`src/hdl/lus_pkg.sv`:
```
// Shared types, constants and arithmetic helpers for the dense LU solver.
`default_nettype none
package lus_pkg;

	localparam int MAX_ORDER_DEF = 16;
	localparam int IDX_W = 4;
	localparam int ORDER_W = 5;
	localparam int ORDER_LIMIT = 16;
	localparam int FRAC_W = 16;

	localparam logic signed [63:0] S32_MAX = 64'sd2147483647;
	localparam logic signed [63:0] S32_MIN = -64'sd2147483648;

	typedef enum logic [1:0] {
		MODE_MATRIX = 2'd0,
		MODE_RHS    = 2'd1,
		MODE_SOLVE  = 2'd2,
		MODE_NONE   = 2'd3
	} mode_t;

	// Command word from the controller to the datapath.
	typedef struct packed {
		logic             ld_m;
		logic             ld_r;
		logic             rd;
		logic [IDX_W-1:0] a_row;
		logic [IDX_W-1:0] a_col;
		logic [IDX_W-1:0] b_row;
		logic [IDX_W-1:0] b_col;
		logic [IDX_W-1:0] r_idx;
		logic             b_rhs;
		logic             mul;
		logic             acc_clr;
		logic             acc_add;
		logic             tgt_rhs;
		logic             diff;
		logic             div_start;
		logic             wr;
		logic             wr_div;
		logic             err_clr;
		logic             out_load;
		logic             out_last;
	} cmd_t;

	typedef struct packed {
		logic div_busy;
		logic out_free;
	} status_t;

	function automatic logic signed [31:0] sat32(input logic signed [63:0] v);
		logic signed [31:0] r;
		if (v > S32_MAX) begin
			r = 32'sh7FFFFFFF;
		end else if (v < S32_MIN) begin
			r = 32'sh80000000;
		end else begin
			r = 32'(v);
		end
		return r;
	endfunction

	// Drops the fraction bits of a product, rounding toward zero.
	function automatic logic signed [63:0] q_scale(input logic signed [63:0] p);
		logic signed [63:0] r;
		r = p >>> FRAC_W;
		if (p[63] && (p[FRAC_W-1:0] != '0)) begin
			r = r + 64'sd1;
		end
		return r;
	endfunction

endpackage
`default_nettype wire

```
`src/hdl/lus_item_if.sv`:
```
// Input item channel of the LU solver.
`default_nettype none
interface lus_item_if;
	logic        valid;
	logic        ready;
	logic [1:0]  mode;
	logic [3:0]  row_index;
	logic [3:0]  col_index;
	logic signed [31:0] value;

	modport source (output valid, mode, row_index, col_index, value, input ready);
	modport sink (input valid, mode, row_index, col_index, value, output ready);
endinterface
`default_nettype wire

```
`src/hdl/lus_cfg_if.sv`:
```
// Configuration write channel carrying the system order.
`default_nettype none
interface lus_cfg_if;
	logic       valid;
	logic       ready;
	logic [4:0] data;

	modport source (output valid, data, input ready);
	modport sink (input valid, data, output ready);
endinterface
`default_nettype wire

```
`src/hdl/lus_ctrl.sv`:
```
// Sequencer for loading, factorization, substitution and result delivery.
`default_nettype none
module lus_ctrl #(
	parameter int MAX_ORDER = lus_pkg::MAX_ORDER_DEF
) (
	input  wire logic             clk,
	input  wire logic             arst_n,
	lus_item_if.sink              items,
	lus_cfg_if.sink               cfg,
	input  wire lus_pkg::status_t status,
	output lus_pkg::cmd_t         cmd
);
	import lus_pkg::*;

	localparam int CAP = (MAX_ORDER < ORDER_LIMIT) ? MAX_ORDER : ORDER_LIMIT;

	typedef enum logic [11:0] {
		S_IDLE    = 12'b000000000001,
		S_ELEM    = 12'b000000000010,
		S_T_RD    = 12'b000000000100,
		S_T_MUL   = 12'b000000001000,
		S_T_ACC   = 12'b000000010000,
		S_G_RD    = 12'b000000100000,
		S_G_DIFF  = 12'b000001000000,
		S_D_START = 12'b000010000000,
		S_D_WAIT  = 12'b000100000000,
		S_WRITE   = 12'b001000000000,
		S_E_RD    = 12'b010000000000,
		S_E_OUT   = 12'b100000000000
	} state_t;

	typedef enum logic [2:0] {
		PH_LU  = 3'b001,
		PH_FWD = 3'b010,
		PH_BCK = 3'b100
	} phase_t;

	state_t               state_q;
	phase_t               phase_q;
	logic [ORDER_W-1:0]   order_q;
	logic [IDX_W-1:0]     nm1_q;
	logic [IDX_W-1:0]     i_q;
	logic [IDX_W-1:0]     j_q;
	logic [IDX_W-1:0]     k_q;

	logic               take;
	logic [ORDER_W-1:0] n_eff;
	logic [IDX_W-1:0]   lim;
	logic [IDX_W-1:0]   k_first;
	logic               have_terms;
	logic               k_last;
	logic               use_div;
	logic               term;

	assign items.ready = (state_q == S_IDLE);
	assign cfg.ready = 1'b1;
	assign take = items.valid && items.ready;

	always_comb begin
		if (order_q == '0) begin
			n_eff = ORDER_W'(1);
		end else if (32'(order_q) > CAP) begin
			n_eff = ORDER_W'(CAP);
		end else begin
			n_eff = order_q;
		end
	end

	assign lim = (i_q < j_q) ? i_q : j_q;

	always_comb begin
		unique case (phase_q)
			PH_LU: begin
				k_first = '0;
				have_terms = (lim != '0);
				k_last = (k_q == lim - IDX_W'(1));
				use_div = (i_q > j_q);
			end
			PH_FWD: begin
				k_first = '0;
				have_terms = 1'b1;
				k_last = (k_q == i_q - IDX_W'(1));
				use_div = 1'b0;
			end
			PH_BCK: begin
				k_first = i_q + IDX_W'(1);
				have_terms = (i_q != nm1_q);
				k_last = (k_q == nm1_q);
				use_div = 1'b1;
			end
			default: begin
				k_first = '0;
				have_terms = 1'b0;
				k_last = 1'b1;
				use_div = 1'b0;
			end
		endcase
	end

	assign term = (state_q == S_T_RD) || (state_q == S_T_MUL) || (state_q == S_T_ACC);

	always_comb begin
		cmd = '0;
		cmd.ld_m = take && (items.mode == MODE_MATRIX);
		cmd.ld_r = take && (items.mode == MODE_RHS);
		cmd.err_clr = take && (items.mode == MODE_SOLVE);
		cmd.a_row = i_q;
		cmd.a_col = term ? k_q : j_q;
		cmd.r_idx = term ? k_q : i_q;
		// B is U(k,j) in LU terms and the diagonal pivot outside the term states.
		cmd.b_row = term ? k_q : ((phase_q == PH_LU) ? j_q : i_q);
		cmd.b_col = term ? j_q : ((phase_q == PH_LU) ? j_q : i_q);
		cmd.b_rhs = (phase_q != PH_LU);
		cmd.tgt_rhs = (phase_q != PH_LU) || (state_q == S_E_RD) || (state_q == S_E_OUT);
		cmd.wr_div = use_div;
		cmd.out_last = (i_q == nm1_q);
		unique case (state_q)
			S_IDLE:    ;
			S_ELEM:    cmd.acc_clr = 1'b1;
			S_T_RD:    cmd.rd = 1'b1;
			S_T_MUL:   cmd.mul = 1'b1;
			S_T_ACC:   cmd.acc_add = 1'b1;
			S_G_RD:    cmd.rd = 1'b1;
			S_G_DIFF:  cmd.diff = 1'b1;
			S_D_START: cmd.div_start = 1'b1;
			S_D_WAIT:  ;
			S_WRITE:   cmd.wr = 1'b1;
			S_E_RD:    cmd.rd = 1'b1;
			S_E_OUT:   cmd.out_load = status.out_free;
			default:   ;
		endcase
	end

	always_ff @(posedge clk or negedge arst_n) begin
		if (!arst_n) begin
			state_q <= S_IDLE;
			phase_q <= PH_LU;
			order_q <= ORDER_W'(ORDER_LIMIT);
			nm1_q <= '0;
			i_q <= '0;
			j_q <= '0;
			k_q <= '0;
		end else begin
			if (cfg.valid) begin
				order_q <= cfg.data;
			end
			unique case (state_q)
				S_IDLE: begin
					if (take && (items.mode == MODE_SOLVE)) begin
						nm1_q <= IDX_W'(n_eff - ORDER_W'(1));
						j_q <= '0;
						if (n_eff == ORDER_W'(1)) begin
							phase_q <= PH_BCK;
							i_q <= '0;
						end else begin
							phase_q <= PH_LU;
							i_q <= IDX_W'(1);
						end
						state_q <= S_ELEM;
					end
				end
				S_ELEM: begin
					k_q <= k_first;
					state_q <= have_terms ? S_T_RD : S_G_RD;
				end
				S_T_RD:  state_q <= S_T_MUL;
				S_T_MUL: state_q <= S_T_ACC;
				S_T_ACC: begin
					if (k_last) begin
						state_q <= S_G_RD;
					end else begin
						k_q <= k_q + IDX_W'(1);
						state_q <= S_T_RD;
					end
				end
				S_G_RD:    state_q <= S_G_DIFF;
				S_G_DIFF:  state_q <= use_div ? S_D_START : S_WRITE;
				S_D_START: state_q <= S_D_WAIT;
				S_D_WAIT: begin
					if (!status.div_busy) begin
						state_q <= S_WRITE;
					end
				end
				S_WRITE: begin
					state_q <= S_ELEM;
					unique case (phase_q)
						PH_LU: begin
							if (j_q != nm1_q) begin
								j_q <= j_q + IDX_W'(1);
							end else if (i_q != nm1_q) begin
								i_q <= i_q + IDX_W'(1);
								j_q <= '0;
							end else begin
								phase_q <= PH_FWD;
								i_q <= IDX_W'(1);
							end
						end
						PH_FWD: begin
							if (i_q != nm1_q) begin
								i_q <= i_q + IDX_W'(1);
							end else begin
								phase_q <= PH_BCK;
								i_q <= nm1_q;
							end
						end
						PH_BCK: begin
							if (i_q != '0) begin
								i_q <= i_q - IDX_W'(1);
							end else begin
								state_q <= S_E_RD;
							end
						end
						default: state_q <= S_IDLE;
					endcase
				end
				S_E_RD: state_q <= S_E_OUT;
				S_E_OUT: begin
					if (status.out_free) begin
						if (i_q == nm1_q) begin
							state_q <= S_IDLE;
						end else begin
							i_q <= i_q + IDX_W'(1);
							state_q <= S_E_RD;
						end
					end
				end
				default: state_q <= S_IDLE;
			endcase
		end
	end
endmodule
`default_nettype wire
```
`src/flat_wrapper.sv`:
```
// flat-port wrapper written by rule: the top's interface ports become plain ports
module lus_ctrl_flat import lus_pkg::*;
#(
	parameter int MAX_ORDER = lus_pkg::MAX_ORDER_DEF
)
  (clk, arst_n, status, cmd, items_valid, items_mode, items_row_index, items_col_index, items_value, items_ready, cfg_valid, cfg_data, cfg_ready);
  lus_item_if items_i ();
  lus_cfg_if cfg_i ();
  input  wire logic clk;
  input  wire logic arst_n;
  input  wire lus_pkg::status_t status;
  output lus_pkg::cmd_t cmd;
  input wire logic [$bits(items_i.valid)-1:0] items_valid;
  input wire logic [$bits(items_i.mode)-1:0] items_mode;
  input wire logic [$bits(items_i.row_index)-1:0] items_row_index;
  input wire logic [$bits(items_i.col_index)-1:0] items_col_index;
  input wire logic [$bits(items_i.value)-1:0] items_value;
  output wire logic [$bits(items_i.ready)-1:0] items_ready;
  input wire logic [$bits(cfg_i.valid)-1:0] cfg_valid;
  input wire logic [$bits(cfg_i.data)-1:0] cfg_data;
  output wire logic [$bits(cfg_i.ready)-1:0] cfg_ready;
  assign items_i.valid = items_valid;
  assign items_i.mode = items_mode;
  assign items_i.row_index = items_row_index;
  assign items_i.col_index = items_col_index;
  assign items_i.value = items_value;
  assign items_ready = items_i.ready;
  assign cfg_i.valid = cfg_valid;
  assign cfg_i.data = cfg_data;
  assign cfg_ready = cfg_i.ready;
  lus_ctrl #(.MAX_ORDER(MAX_ORDER)) u_core (.clk(clk), .arst_n(arst_n), .items(items_i), .cfg(cfg_i), .status(status), .cmd(cmd));
endmodule
```
`config.mk`:
```
export PLATFORM = sky130hd
export DESIGN_NAME = lus_ctrl_flat
export DESIGN_NICKNAME = d
export VERILOG_FILES = /design/src/hdl/lus_pkg.sv /design/src/hdl/lus_item_if.sv /design/src/hdl/lus_cfg_if.sv /design/src/hdl/lus_ctrl.sv /design/src/flat_wrapper.sv
export SDC_FILE = /design/constraint.sdc
export NUM_CORES = 1
export LEC_CHECK = 0
export BUFFER_PORTS_ARGS = -buffer_cell sky130_fd_sc_hd__buf_2
export CAP_MARGIN = 30
export CORE_MARGIN = 8
export CORE_UTILIZATION = 41
export DETAILED_ROUTE_END_ITERATION = 7
export GPL_TIMING_DRIVEN = 0
export PLACE_DENSITY = 0.65
export SYNTH_ARGS = -nofsm -noshare
export SYNTH_HDL_FRONTEND = slang
export SYNTH_SLANG_ARGS = --single-unit
```
`constraint.sdc`:
```
create_clock -name clk -period 3.49 [get_ports clk]
set_input_delay 0.698 -clock clk [delete_from_list [all_inputs] [get_ports clk]]
set_output_delay 0.698 -clock clk [all_outputs]
set_load 0.01 [all_outputs]
```
==> results of run 1 <==
==> timing repair <==
item                       CTS  global route
setup endpoints to repair   10            20
pin swaps                    0             8
resized for setup            4            16
buffers inserted             0            15
==> area by class of cell <==
type / count / area [um2] / area share [%]
Buffer: 16 / 91.3 / 2.40
Multi-Input combinational cell: 312 / 2140 / 56.4
Inverter: 21 / 85.1 / 2.24
Clock buffer: 6 / 82.6 / 2.17
Timing Repair Buffer: 63 / 353 / 9.27
Tap cell: 102 / 128 / 3.35
Clock inverter: 2 / 13.8 / 0.362
Sequential cell: 36 / 907 / 23.8
==> path summary, 6_finish.rpt <==
path                              startpoint                end  slack [ns]  cells past startpoint
max                            u_core.j_q[1]      u_core.k_q[1]        0.12                     16
min                                   arst_n      u_core.i_q[0]        0.51                      1
max reg2reg                    u_core.j_q[1]      u_core.k_q[1]        0.12                     16
min reg2reg                u_core.order_q[0]  u_core.order_q[0]        0.55                      1
max in group asynchronous             arst_n      u_core.j_q[1]        2.41                      1
min in group clk           u_core.order_q[0]  u_core.order_q[0]        0.55                      1
==> flip-flops by register name (all words and copies together) (netlist names) <==
name and flops:
u_core.k_q 4, u_core.state_q 12, u_core.nm1_q 4, u_core.j_q 4, u_core.i_q 4, u_core.phase_q 3
u_core.order_q 5
==> power groups by stage <==
| stage | clock network [W] | logic (W) | registers (W) |
|---|---|---|---|
| 4_1_cts | 0.000341 | 0.00189 | 0.000684 |
| 2_1_floorplan | 0 | 0.00141 | 0.000646 |
| 3_3_place_gp | 0 | 0.00183 | 0.000690 |
| 6_report | 0.000337 | 0.00212 | 0.000725 |
| 3_5_place_dp | 0 | 0.00187 | 0.000691 |
| 5_1_grt | 0.000362 | 0.00233 | 0.000740 |
==> metrics by stage <==
stage	power, W	setup WS (ns)
after floorplan	0.00206	0.292
after global placement	0.00252	-0.140
after detailed placement	0.00256	-0.234
after CTS	0.00291	0.0117
after global routing	0.00343	-0.0204
final	0.00318	0.116
==> Yosys cell counts, types with 3 or more instances <==
cell type / count
a211oi_1: 3
a21oi_1: 23
a31oi_1: 9
and3_1: 3
and3b_1: 4
buf_2: 5
clkbuf_1: 11
dfrtp_1: 33
dfstp_2: 3
ha_1: 13
inv_1: 18
mux2_2: 5
mux2i_1: 4
nand2_1: 35
nand2b_1: 3
nand3_1: 11
nand3b_1: 5
nand4_1: 3
nor2_1: 31
nor2b_1: 9
nor3_1: 9
nor3b_1: 4
o211a_1: 3
o21ai_0: 42
o22ai_1: 4
o31ai_1: 4
or4_1: 3
xnor2_1: 11
xor2_1: 10
==> layer usage <==
metal / GRT usage [%] / wire length [um]
met5: 0 / 0
met4: 4.86 / 106
met3: 3.16 / 547
met2: 25.8 / 4310
met1: 22.0 / 4220
==> cell families after synthesis <==
logic type               after synthesis  synth area share [%]
multiplexers                           9                  3.04
other                                  1                 0.118
XOR/XNOR                              21                  5.81
AO/OA/AOI/OAI                        119                  24.6
AND/OR/NAND/NOR                      149                  27.3
buffers and inverters                 40                  5.45
flip-flops                            36                  28.6
adder cells (fa/ha/maj)               13                  5.13
==> metrics.md, run 1 <==
| Metric | Value |
|---|---|
| Status | finished clean |
| Int Power | 0.00163 W |
| Top delay family on crit path | compound AO/OA/AOI/OAI gates |
| Overflow after GRT | 0 |
| Max Fclk | ~300 MHz |
| Crit path max fanout | 8 |
| Via count | 3198 |
| WL final | ~9200 um |
| HPWL Detailed | about 7000 um |
| Worst skew pair latency | 0.29 ns |
| Diodes inserted | 0 |
| CTS HTree Levels | 2 |
| Ys Warns | 0 |
| Post-Syn Instances | 388 |
| Post-DRT Antenna Nets | 0 |
| Worst path slowest cell | dfrtp_2 |
| # rows | 32 |
| Cell Pwr Density | 835 mW/mm2 |
| Initial detailed-routing violation count | 211 |
| Synth Net Count | approximately 450 |
| Worst hold path class | in -> async |
| CP Capture Type | register |
| Clock-pin slew on the worst setup and hold paths | 0.09 ns |
| Layout Cells excl Fill | 558 |
| # nets final | between 500 and 600 |
| Post-synth EDFFs | 0 |
| Worst clock skew | 0.00772 ns |
| Endpoints failing setup | 0 |
| Core area | ~0.0076 mm2 |
| Asr flop ratio synth | 100% |
| Synth cell types | between 80 and 90 |
| Commonest cells after routing, fill and taps aside | 52 x buf_2, 41 x o21ai_0, 35 x nand2_1, 31 x dfrtp_1, 30 x nor2_1 |
| Worst endpoint required time | 3.68 ns |
| Ratio of cells with drive above 1 in the final layout | approximately 27% |
| Critical path type | reg -> reg |
| Global-route wire length before repair | around 15000 um |
| Clock Root Buffer | clkbuf_8 |
| Fin. Hold Viols | 0 |
| Sw Ratio | 48.8% |
| Area leader, netlist | dfrtp_1 |
| Post-layout util | 50.0% |
| Die area | between 0.01 and 0.015 mm2 |
| Dpl cells | between 500 and 600 |
| Pin count of the biggest net entering global routing | 37 |
| #FFs+latches synth | 36 |
| CTS sink cnt | 36 |
| Tightest Pin Transition | 0.838 ns |
| Worst Path Buf+Inv | 2 |
| Setup TNS | 0 ns |
| Lkg Pwr | 1.75 nW |
| Final Cycle Share | 96.7% |
| Post-synth top area share | 26.1% |
| Gpl congestion | 0.906 |
| Most common cell after layout, fill and taps aside | buf_2 |
| TritonCTS clock tree | built |
| Largest cells by area after synthesis | dfrtp_1 26%, o21ai_0 6.6%, ha_1 5.1% |
| Design area | 0.00380 mm2 |
| Final min period | 3.37 ns |
| Combinational power share | 66.6% |
| Fin. max-slew vios | 0 |
| Area grow syn2layout | 20.1% |
| Top FF cell, synth | dfrtp_1 |
| DR WL/cell | approximately 16 um |
| Effective utilization at floorplan | 41.6% |
| Drt drc | 0 |
| Dpl cell area | 0.00354 mm2 |
| # fillers | approximately 800 |
| Worst path cell trace | inv_1, ha_1, nor2b_1, o211ai_1, nand2_1, nor2_2, a21oi_2, ha_4, nor2_1, a21oi_1, o221ai_2, xnor2_2, a41oi_2, buf_4, a21boi_1, o31a_1 |
| Maxcap violations | 0 |
| Mean post-synth cell area | between 8 and 9 um2 |
| Vias in the first global route | 2981 |
| Vias per cell | 5.73 |
| Initial antenna violation count | 0 |
| Slew margin rel. | 44.1% |
| I/O Buffers | 48 |
| VDD IR max | 0.327 mV |
| Worst path arrival time | 3.56 ns |
| Post-Syn Area | 0.00317 mm2 |
| Clock Tree Buf Depth | 2 |
| TritonCTS buffer count | 5 |
| Switch Pwr | roughly 0.0016 W |
| Top-level port count | 90 |
| Sequential-to-total area share from yosys stat | between 20 and 30% |
| Hold buffer count at CTS | 0 |
| Worst stage delay on the critical path | around 0.47 ns |
| Die Ht | 104 um |
| Clock power share | 10.6% |
| Number of detailed-route iterations in the first pass | 5 |
| CP Launch Type | register |
| Reg power frac | 22.8% |
| Hold slack | 0.506 ns |
| Gr usage total | 16.3% |
| Die Wd | a little over 100 um |
Note: power is estimated with default switching activity, not from simulation.
==> run 2: changes to the inputs <==
--- a/config.mk
+++ b/config.mk
@@ -11,7 +11,8 @@
 export CORE_UTILIZATION = 41
 export DETAILED_ROUTE_END_ITERATION = 7
 export GPL_TIMING_DRIVEN = 0
-export PLACE_DENSITY = 0.65
+export HOLD_SLACK_MARGIN = 0.05
+export PLACE_DENSITY = 0.68
 export SYNTH_ARGS = -nofsm -noshare
 export SYNTH_HDL_FRONTEND = slang
 export SYNTH_SLANG_ARGS = --single-unit
==> constraint.sdc (replaced) <==
create_clock -name clk -period 2.9 [get_ports clk]
set_input_delay 0.58 -clock clk [delete_from_list [all_inputs] [get_ports clk]]
set_output_delay 0.58 -clock clk [all_outputs]
set_load 0.01 [all_outputs]
==> run 2 against run 1 <==
  * The run now ends with setup timing left
  * Routed wire length rose by 7.5%
  * Non-clock buffer count rose by 19
  * Clock skew fell by 0.0024 ns
  * Sequential power rose by 20%
  * Sequential share of layout area fell by 2.2 points
  * Highest routed layer unchanged
==> metrics.md, run 2 (synthesized netlist as in run 1, its figures left out) <==
| Metric | Value |
|---|---|
| Status | finished with violations |
| Violated checks | setup timing |
| Post-layout util | a little under three fifths |
| Crit path max fanout | 5 |
| Worst path arrival time | 3.23 ns |
| WL final | 9880 um |
| VDD IR max | roughly 0.47 mV |
| Clock-pin slew on the worst setup and hold paths | around 0.08 ns |
| Number of detailed-route iterations in the first pass | 5 |
| Int Power | 0.00238 W |
| I/O Buffers | 48 |
| Gpl congestion | 0.877 |
| # fillers | 719 |
| Switch Pwr | 0.00201 W |
| Initial detailed-routing violation count | 231 |
| Reg power frac | 19.8% |
| Worst path cell trace | inv_4, ha_4, nor2b_4, o211ai_1, buf_4, nand2_4, nor2_4, a21oi_4, ha_4, nand2_1, o211ai_1, o221ai_2, xnor2_2, a41oi_2, buf_4, a31oi_2, a31oi_1 |
| Fin. Hold Viols | 0 |
| Max Fclk | between 300 and 400 MHz |
| Clock power share | 14.4% |
| Maxcap violations | 0 |
| Cell Pwr Density | 1040 mW/mm2 |
| Area grow syn2layout | 33.1% |
| Most common cell after layout, fill and taps aside | buf_2 |
| Worst path slowest cell | dfrtp_2 |
| Global-route wire length before repair | between 15000 and 20000 um |
| Final min period | 3.02 ns |
| Slew margin rel. | approximately 45% |
| Sw Ratio | 45.9% |
| CP Launch Type | register |
| Register with the most flip-flops | u_core.state_q |
| DR WL/cell | around 17 um |
| Die Wd | 104 um |
| Max FFs per register | 12 |
| # nets final | 540 |
| Endpoints failing setup | 8 |
| Diodes inserted | 0 |
| Worst skew pair latency | 0.29 ns |
| Die area | ~0.011 mm2 |
| Gr usage total | ~18% |
| Hold buffer count at CTS | 0 |
| # rows | 32 |
| Ratio of cells with drive above 1 in the final layout | between 30% and 40% |
| Core area | 0.00761 mm2 |
| Largest registers | u_core.state_q: 12 flops, u_core.order_q: 5 flops |
| Post-DRT Antenna Nets | 0 |
| Worst Setup Slack, final | -0.122 ns |
| Die Ht | 104 um |
| Critical path type | reg -> reg |
| Setup TNS | -0.554 ns |
| Top-level port count | 90 |
| TritonCTS clock tree | built |
| CTS HTree Levels | 2 |
| Effective utilization at floorplan | a little over two fifths |
| Drt drc | 0 |
| Tightest Pin Transition | 0.829 ns |
| Fin. max-slew vios | 0 |
| Initial antenna violation count | 0 |
| Final Cycle Share | 104% |
| CTS sink cnt | 36 |
| HPWL Detailed | 7060 um |
| Overflow after GRT | 0 |
| Worst clock skew | 0.00531 ns |
| Pin count of the biggest net entering global routing | 37 |
| Vias per cell | 5.83 |
| Hold slack | 0.380 ns |
| Worst hold path class | in -> async |
| CP Capture Type | register |
| Commonest cells after routing, fill and taps aside | 49 x buf_2, 41 x o21ai_0, 40 x buf_4, 34 x nand2_1, 29 x nor2_1 |
| Vias in the first global route | between 3000 and 4000 |
| Combinational power share | between 60 and 70% |
| Lkg Pwr | 1.91 nW |
| Clock Root Buffer | clkbuf_8 |
| Worst endpoint required time | 3.11 ns |
| Clock Tree Buf Depth | 2 |
| RSZ-0062 raised after global routing | yes |
| Worst stage delay on the critical path | 0.45 ns |
| TritonCTS buffer count | 5 |
| Via count | 3362 |
==> run 2: layout make-up <==
type	instances	area, um2	area share (%)
buffer	12	75.1	1.78
clock buffer	5	68.8	1.63
clock inverter	3	90.1	2.14
inverter	21	98.8	2.34
multi-input combinational	312	2310	54.8
sequential	36	912	21.6
tap	102	128	3.03
timing repair buffer	86	532	12.6
==> run 2: metal layers <==
metal | GRT usage, % | part of all wire, % | vias up
met2 | 28.0 | 47 | 150
li1 | - | - | 1589
met3 | 3.28 | 7.1 | 20
met5 | 0 | 0 | -
met4 | 5.89 | 1.9 | 0
met1 | 23.4 | 44 | 1603
==> run 2: through the flow <==
step / setup WS [ns] / cell area [um2] / instances / total power (W)
final: -0.122 / 4220 / 577 / 0.00439
after global routing: -0.283 / 4220 / 577 / 0.00471
after CTS: -0.112 / 3990 / 559 / 0.00407
after detailed placement: -0.380 / 3610 / 538 / 0.00321
after global placement: -0.337 / 3610 / 538 / 0.00315
after floorplan: -0.0280 / 3240 / 388 / 0.00256
==> run 2: repair_timing <==
item	CTS	global route
setup endpoints to repair	32	35
buffers inserted	16	22
gates resized for setup	29	15
hold endpoints to repair	0	0
pin swaps	13	11
==> run 2: final timing paths <==
kind,end,cells past startpoint,from,slack [ns]
min in group clk,u_core.order_q[1],2,cfg_data[1],0.52
worst max register to register,u_core.k_q[2],17,u_core.j_q[1],-0.12
worst min-delay path,u_core.state_q[9],1,arst_n,0.38
max in group asynchronous,u_core.i_q[1],1,arst_n,1.94
worst min register to register,u_core.order_q[0],1,u_core.order_q[0],0.53
worst max-delay path,u_core.k_q[2],17,u_core.j_q[1],-0.12
==> run 2: critical path, delay by kind of cell, from the launching register on <==
kind	cells	cell delay (ns)
buffers and inverters	3	0.44
adders and majority gates	2	0.47
xor gates and xnor gates	1	0.18
AOI/OAI and AO/OA	7	1.02
and+or+nand+nor	4	0.38
DFF	1	0.45
==> run 2: power by group through the flow <==
stage	clock (W)	sequential [W]	combinational (W)
after floorplan	0	0.000786	0.00178
after global placement	0	0.000840	0.00231
after detailed placement	0	0.000844	0.00236
after CTS	0.000640	0.000876	0.00255
after global routing	0.000664	0.000888	0.00316
final	0.000631	0.000870	0.00289
